File: src/sv/rrts_pkg.sv
// ---------------------------------------------------------------------------
// Round-robin task scheduler package
// Transaction types, status codes and controller states of the scheduler.
// ---------------------------------------------------------------------------
package rrts_pkg;

    localparam int unsigned TASK_ID_W       = 8;
    localparam int unsigned BURST_W         = 16;
    localparam int unsigned QUANTUM_W       = 8;
    localparam int unsigned TASKS_WAITING_W = 7;

    localparam logic [QUANTUM_W-1:0] QUANTUM_RESET = 8'd10;

    localparam logic OP_ADD  = 1'b0;
    localparam logic OP_NEXT = 1'b1;

    localparam logic [1:0] ST_ADDED = 2'd0;
    localparam logic [1:0] ST_FULL  = 2'd1;
    localparam logic [1:0] ST_SLICE = 2'd2;
    localparam logic [1:0] ST_EMPTY = 2'd3;

    typedef struct packed {
        logic                 op;
        logic [TASK_ID_W-1:0] task_id;
        logic [BURST_W-1:0]   burst;
    } t_in;

    typedef struct packed {
        logic [1:0]                 status;
        logic [TASK_ID_W-1:0]       slot_task;
        logic [BURST_W-1:0]         slice_length;
        logic                       task_done;
        logic [TASKS_WAITING_W-1:0] tasks_waiting;
    } t_out;

    typedef struct packed {
        logic [TASK_ID_W-1:0] id;
        logic [BURST_W-1:0]   rem;
    } t_entry;

    typedef enum logic {
        S_IDLE,
        S_EXEC
    } t_state;

endpackage

File: src/sv/rrts_ram.sv
// ---------------------------------------------------------------------------
// Round-robin task scheduler RAM
// Generic simple dual-port RAM with one write port and a registered read.
// ---------------------------------------------------------------------------
module rrts_ram #(
    parameter int unsigned WIDTH = 24,
    parameter int unsigned DEPTH = 64
) (
    input  logic                     i_clk,
    input  logic                     i_we,
    input  logic [$clog2(DEPTH)-1:0] i_waddr,
    input  logic [WIDTH-1:0]         i_wdata,
    input  logic                     i_re,
    input  logic [$clog2(DEPTH)-1:0] i_raddr,
    output logic [WIDTH-1:0]         o_rdata
);

    logic [WIDTH-1:0] r_mem [DEPTH];
    logic [WIDTH-1:0] r_rdata;

    always_ff @(posedge i_clk) begin
        if (i_we) begin
            r_mem[i_waddr] <= i_wdata;
        end
        if (i_re) begin
            r_rdata <= r_mem[i_raddr];
        end
    end

    assign o_rdata = r_rdata;

endmodule

File: src/sv/round_robin_task_scheduler.sv
// ---------------------------------------------------------------------------
// Round-robin task scheduler
// Circular task queue in RAM that hands out time slices of at most one
// quantum, bar the last task left, and requeues unfinished tasks at the tail.
// ---------------------------------------------------------------------------
// Channel   Direction  Handshake                Payload
// in        input      i_in_valid / o_in_stall  i_in_data (t_in)
// out       output     o_out_valid / i_out_stall o_out_data (t_out)
// cfg       input      i_cfg_valid / o_cfg_ready i_cfg_data (quantum)
//
// Every transaction is accepted in S_IDLE, which starts the registered read
// of the head entry, and finished in S_EXEC, which updates the pointers,
// writes the tail entry back and waits while the output is stalled.
// Reset is synchronous; the queue comes up empty with a quantum of 10 and
// needs no clearing pass. The next transaction is accepted while a result
// is still held by a stalled output.
// ---------------------------------------------------------------------------
module round_robin_task_scheduler
    import rrts_pkg::*;
#(
    parameter int unsigned MAX_TASKS = 64
) (
    input  logic                 i_clk,
    input  logic                 i_rst_n,
    input  logic                 i_in_valid,
    output logic                 o_in_stall,
    input  t_in                  i_in_data,
    output logic                 o_out_valid,
    input  logic                 i_out_stall,
    output t_out                 o_out_data,
    input  logic                 i_cfg_valid,
    output logic                 o_cfg_ready,
    input  logic [QUANTUM_W-1:0] i_cfg_data
);

    localparam int unsigned IDX_W  = $clog2(MAX_TASKS);
    localparam int unsigned CNT_W  = $clog2(MAX_TASKS + 1);
    localparam int unsigned WAIT_W = (CNT_W > TASKS_WAITING_W) ? CNT_W : TASKS_WAITING_W;
    localparam logic [IDX_W-1:0] LAST_IDX = IDX_W'(MAX_TASKS - 1);
    localparam logic [CNT_W-1:0] FULL_CNT = CNT_W'(MAX_TASKS);

    t_state             r_state, n_state;
    logic [IDX_W-1:0]   r_head, n_head;
    logic [IDX_W-1:0]   r_tail, n_tail;
    logic [CNT_W-1:0]   r_count, n_count;
    logic [QUANTUM_W-1:0] r_quantum;
    t_in                r_item;
    logic               r_out_valid, n_out_valid;
    t_out               r_out, n_out;

    logic               w_in_accept;
    logic               w_out_free;
    logic               w_we;
    t_entry             w_wdata;
    logic [$bits(t_entry)-1:0] w_rdata;
    t_entry             w_rd_entry;
    logic [BURST_W-1:0] w_quantum;
    logic [IDX_W-1:0]   w_head_adv;
    logic [IDX_W-1:0]   w_tail_adv;
    logic [WAIT_W-1:0]  w_wait_ext;

    assign o_in_stall  = (r_state != S_IDLE);
    assign w_in_accept = i_in_valid && !o_in_stall;
    assign w_out_free  = !r_out_valid || !i_out_stall;
    assign o_cfg_ready = 1'b1;

    assign w_rd_entry = t_entry'(w_rdata);
    assign w_quantum  = {{(BURST_W - QUANTUM_W){1'b0}},
                         (r_quantum == '0) ? QUANTUM_W'(1) : r_quantum};
    assign w_head_adv = (r_head == LAST_IDX) ? '0 : r_head + IDX_W'(1);
    assign w_tail_adv = (r_tail == LAST_IDX) ? '0 : r_tail + IDX_W'(1);

    rrts_ram #(
        .WIDTH ($bits(t_entry)),
        .DEPTH (MAX_TASKS)
    ) u_queue_ram (
        .i_clk   (i_clk),
        .i_we    (w_we),
        .i_waddr (r_tail),
        .i_wdata (w_wdata),
        .i_re    (w_in_accept),
        .i_raddr (r_head),
        .o_rdata (w_rdata)
    );

    always_comb begin
        n_state     = r_state;
        n_head      = r_head;
        n_tail      = r_tail;
        n_count     = r_count;
        n_out_valid = r_out_valid && i_out_stall;
        n_out       = r_out;
        w_we        = 1'b0;
        w_wdata     = '0;
        w_wait_ext  = '0;
        case (r_state)
            S_IDLE: begin
                if (w_in_accept) begin
                    n_state = S_EXEC;
                end
            end
            S_EXEC: begin
                if (w_out_free) begin
                    n_state     = S_IDLE;
                    n_out_valid = 1'b1;
                    n_out       = '0;
                    if (r_item.op == OP_ADD) begin
                        if (r_count == FULL_CNT) begin
                            n_out.status = ST_FULL;
                        end else begin
                            w_we         = 1'b1;
                            w_wdata.id   = r_item.task_id;
                            w_wdata.rem  = r_item.burst;
                            n_tail       = w_tail_adv;
                            n_count      = r_count + CNT_W'(1);
                            n_out.status = ST_ADDED;
                        end
                    end else if (r_count == '0) begin
                        n_out.status = ST_EMPTY;
                    end else begin
                        n_out.status    = ST_SLICE;
                        n_out.slot_task = w_rd_entry.id;
                        n_head          = w_head_adv;
                        if ((r_count == CNT_W'(1)) || (w_rd_entry.rem <= w_quantum)) begin
                            n_out.slice_length = w_rd_entry.rem;
                            n_out.task_done    = 1'b1;
                            n_count            = r_count - CNT_W'(1);
                        end else begin
                            w_we               = 1'b1;
                            w_wdata.id         = w_rd_entry.id;
                            w_wdata.rem        = w_rd_entry.rem - w_quantum;
                            n_tail             = w_tail_adv;
                            n_out.slice_length = w_quantum;
                        end
                    end
                    w_wait_ext          = WAIT_W'(n_count);
                    n_out.tasks_waiting = w_wait_ext[TASKS_WAITING_W-1:0];
                end
            end
            default: begin
                n_state = S_IDLE;
            end
        endcase
    end

    always_ff @(posedge i_clk) begin
        if (!i_rst_n) begin
            r_state     <= S_IDLE;
            r_head      <= '0;
            r_tail      <= '0;
            r_count     <= '0;
            r_out_valid <= 1'b0;
            r_quantum   <= QUANTUM_RESET;
        end else begin
            r_state     <= n_state;
            r_head      <= n_head;
            r_tail      <= n_tail;
            r_count     <= n_count;
            r_out_valid <= n_out_valid;
            if (i_cfg_valid && o_cfg_ready) begin
                r_quantum <= i_cfg_data;
            end
        end
    end

    always_ff @(posedge i_clk) begin
        if (w_in_accept) begin
            r_item <= i_in_data;
        end
        r_out <= n_out;
    end

    assign o_out_valid = r_out_valid;
    assign o_out_data  = r_out;

endmodule

File: config.mk
export PLATFORM = sky130hd
export DESIGN_NAME = round_robin_task_scheduler
export DESIGN_NICKNAME = d
export VERILOG_FILES = /design/src/sv/rrts_pkg.sv /design/src/sv/rrts_ram.sv /design/src/sv/round_robin_task_scheduler.sv
export SDC_FILE = /design/constraint.sdc
export NUM_CORES = 2
export LEC_CHECK = 0
export ABC_CLOCK_PERIOD_IN_PS = 8820
export BUFFER_PORTS_ARGS = -buffer_cell sky130_fd_sc_hd__buf_2
export CAP_MARGIN = 5
export CORE_ASPECT_RATIO = 0.75
export CORE_MARGIN = 5
export CORE_UTILIZATION = 62
export CTS_BUF_LIST = sky130_fd_sc_hd__clkbuf_8
export CTS_CLUSTER_SIZE = 40
export DETAILED_ROUTE_END_ITERATION = 12
export PLACE_DENSITY = 0.79
export RECOVER_POWER = 100
export SYNTH_ARGS = -nofsm -noshare
export SYNTH_HDL_FRONTEND = slang
export SYNTH_SLANG_ARGS = --single-unit
File: constraint.sdc
create_clock -name i_clk -period 8.82 [get_ports i_clk]
set_input_delay 2.646 -clock i_clk [delete_from_list [all_inputs] [get_ports i_clk]]
set_output_delay 2.646 -clock i_clk [all_outputs]
set_load 0.1 [all_outputs]
==> results.cfg <==
[timing]
timing.final.crit_period_ns = 6.72
finClkSkew_ns = 0.0559
period_share_pct = 76.2
setup_ws_ns = 2.10
tightest_slew_ns = 3.35
max_slew_margin_pct = -124
timing.final.hold_violations = 0
rsz0062_at_grt = no
fin_setup_tns_ns = 0
slew_violations = 1631
max_freq_mhz = 149
setup_viol = 0

[grt]
grt_pass1_wl_um = 224000
track_usage_pct = 28.8
first_global_vias = 32000
antenna_found_initial = 7
grt_max_degree = 147
overflow = 0

[die]
die_area_mm2 = 0.109
num_rows = 101
dieHeight_um = 287
fp.dieW_um = 380
start_util_pct = 62.6
ioPinCount = 75
core_mm2 = 0.101

[cells_and_area]
nNetsFinal = 3236
multi_input_area_mm2 = 0.0136
fin_cells = 4702
final_common_cell = edfxtp_1
layout_common_cells = 1619 x edfxtp_1, 384 x mux4_2, 228 x clkbuf_8
final-seq-area_mm2 = 0.0492
area_growth_syn_to_layout_pct = 9.31
fillers = 6046
drive_gt1_share_pct = 24.5

[yosys]
netlist_area_mm2 = 0.0635
netlist.area_leader.share_pct = 76.5
synth_edf_count = 1619
synth_cells = 2954
avgSynthCellArea_um2 = 21.5
synthTopCellsByArea = edfxtp_1 77%, mux4_2 14%, a22oi_1 1.4%
netlist.top_cell.by_area = edfxtp_1
ys_types = 81
synth_seq_cells = 1648
synthFlopType = edfxtp_1
yosysSeqAreaShare_pct = 77.5
syn_nets = 3007
ys_warn_count = 0
ys_async_sr_fraction_pct = 0

[clock_tree]
cts_setup_buffers = 0
cts-root-buf = clkbuf_8
cts_hold_buf = 0
cts.sinks = 1648
clockBufferDepth = 3
clock_latency_ns = 0.93
cts_buffers = 224
cts_max_level = 4
cts_resized = 0
clkSlewWorstSetupHoldPaths_ns = 0.06
cts_tree = built

[critical_path]
path_class = in2reg
required_ns = 9.16
r2r_end = u_queue_ram.r_mem[1][13]
crit_path_end_kind = flip-flop
reg2reg_depth = 11
path_max_fanout = 44
cp.arrival_ns = 7.06
rr_startpoint = r_quantum[4]
worstSetupStartpointType = input pin
r2r_slack_ns = 2.33

[status]
outcome = finished, violations left
violations = max-capacitance violations, max-slew violations

[detailed_routing]
drt-pass1-iter-count = 6
drc = 0
wl_per_cell_um = 33.4
drt_first_iter_violations = 5056
vias = 32800
wirelength_um = 157000
avgViaCountPerCell = 6.97
ant_nets = 0

[hold_path]
holdCritPathClass = reg2reg
whs_path_depth = 2
hold_start = o_out_valid
min_to = o_out_valid

[power]
power.density_mw_per_mm2 = 212
ir_worst_vdd_mv = 0.142
p_leak_uw = 0.0217

[flow_run]
cap_violations = 62

[placement]
pre_cts_ws_ns = 2.81
placed_cells = 4291
place_hpwl_um = 90200
place.gp.congestion = 0.967
numPortBuffers = 73
[through the flow]
stage / cell area [um2] / hold slack (ns) / total power, uW / util [%]
after floorplan: 63500 / 0.428 / 9310 / -
after global placement: 66000 / 0.493 / 9570 / 65.0
after detailed placement: 66000 / 0.513 / 9600 / 65.0
after CTS: 69900 / 0.532 / 14800 / 68.9
after global routing: 69400 / 0.565 / 15200 / 68.4
final: 69400 / 0.544 / 14700 / 68.4
[cells by family (layout without fill, tap and decap cells)]
group / after synthesis / count (layout) / share of synthesized area, %
flip-flops: 1648 / 1648 / 77.5
multiplexers: 394 / 394 / 13.8
AO/OA/AOI/OAI: 355 / 355 / 4.38
AND/OR/NAND/NOR: 330 / 330 / 2.43
buffers and inverters: 196 / 603 / 1.44
adder cells (fa/ha/maj): 15 / 15 / 0.307
XOR/XNOR: 15 / 15 / 0.207
other: 1 / 3 / 0.00590
[state kept, by name, summed over array words and instances (netlist names)]
register	flops
r_tail	6
r_quantum	8
r_head	6
u_queue_ram.r_mem	1536
o_in_stall	1
r_count	7
r_item	25
o_out_valid	1
o_out_data	34
u_queue_ram.o_rdata	24
[worst max-delay path, stage by stage]
cell and delay (ns):
clkbuf_1 0.11, nand2_1 0.06, nand2_1 0.20, a21o_1 0.99, a211oi_4 1.23, clkbuf_1 1.77
[cells in the mapped netlist (all sizes together), types with 2 or more instances]
library cell,number
clkbuf,98
o221ai,25
nor2,121
a21o,6
a21boi,2
edfxtp,1619
a22oi,120
dfxtp,29
a22o,48
nand4,4
nor3,13
mux2i,10
nor4,3
or2,5
nand2b,2
o21ai,12
o211ai,5
a211oi,13
nor2b,5
a31oi,10
xnor2,10
nand2,123
and2,11
inv,18
o2111ai,3
or4,3
and3,5
o21a,4
xor2,5
o2bb2ai,2
a221oi,51
nand4b,4
nand3,19
buf,77
ha,14
or3,5
a21oi,42
a311oi,2
mux4,384
nand3b,4
clkdlybuf4s25,3
[per-layer routing]
layer / GRT usage [%] / wire length, um / vias to the layer above / part of all wire, %
li1: - / - / 12900 / -
met1: 42.4 / 58400 / 16900 / 37
met2: 41.5 / 69500 / 2643 / 44
met3: 10.3 / 24200 / 317 / 15
met4: 9.05 / 4630 / 4 / 3.0
met5: 0 / 23 / - / 0.015
[report_power, final]
part / leakage (uW) / internal, uW / total (uW) / switching [uW]
sequential: 0.0152 / 8680 / 8700 / 29.4
combinational: 0.00421 / 186 / 727 / 540
clock: 0.00229 / 2490 / 5260 / 2780
[worst max path at each step]
stage	slack (ns)	depth (start not counted)	endpoint	from
after floorplan	1.99	6	u_queue_ram.r_mem[0][11]	i_out_stall
after CTS	3.80	6	u_queue_ram.r_mem[19][14]	i_out_stall
after global placement	2.91	6	u_queue_ram.r_mem[19][14]	i_out_stall
final	2.10	6	u_queue_ram.r_mem[1][13]	i_out_stall
after global routing	2.07	6	u_queue_ram.r_mem[2][13]	i_out_stall
after detailed placement	2.81	6	u_queue_ram.r_mem[19][17]	i_out_stall
[cell type report]
cell class	count	share of cell area [%]
Clock inverter	176	1.21
Sequential cell	1648	70.9
Clock buffer	228	4.52
Multi-Input combinational cell	1110	19.6
Inverter	18	0.101
Antenna cell	2	0.00721
Timing Repair Buffer	181	1.32
Tap cell	1339	2.41
(Power assumes the default switching activity.)
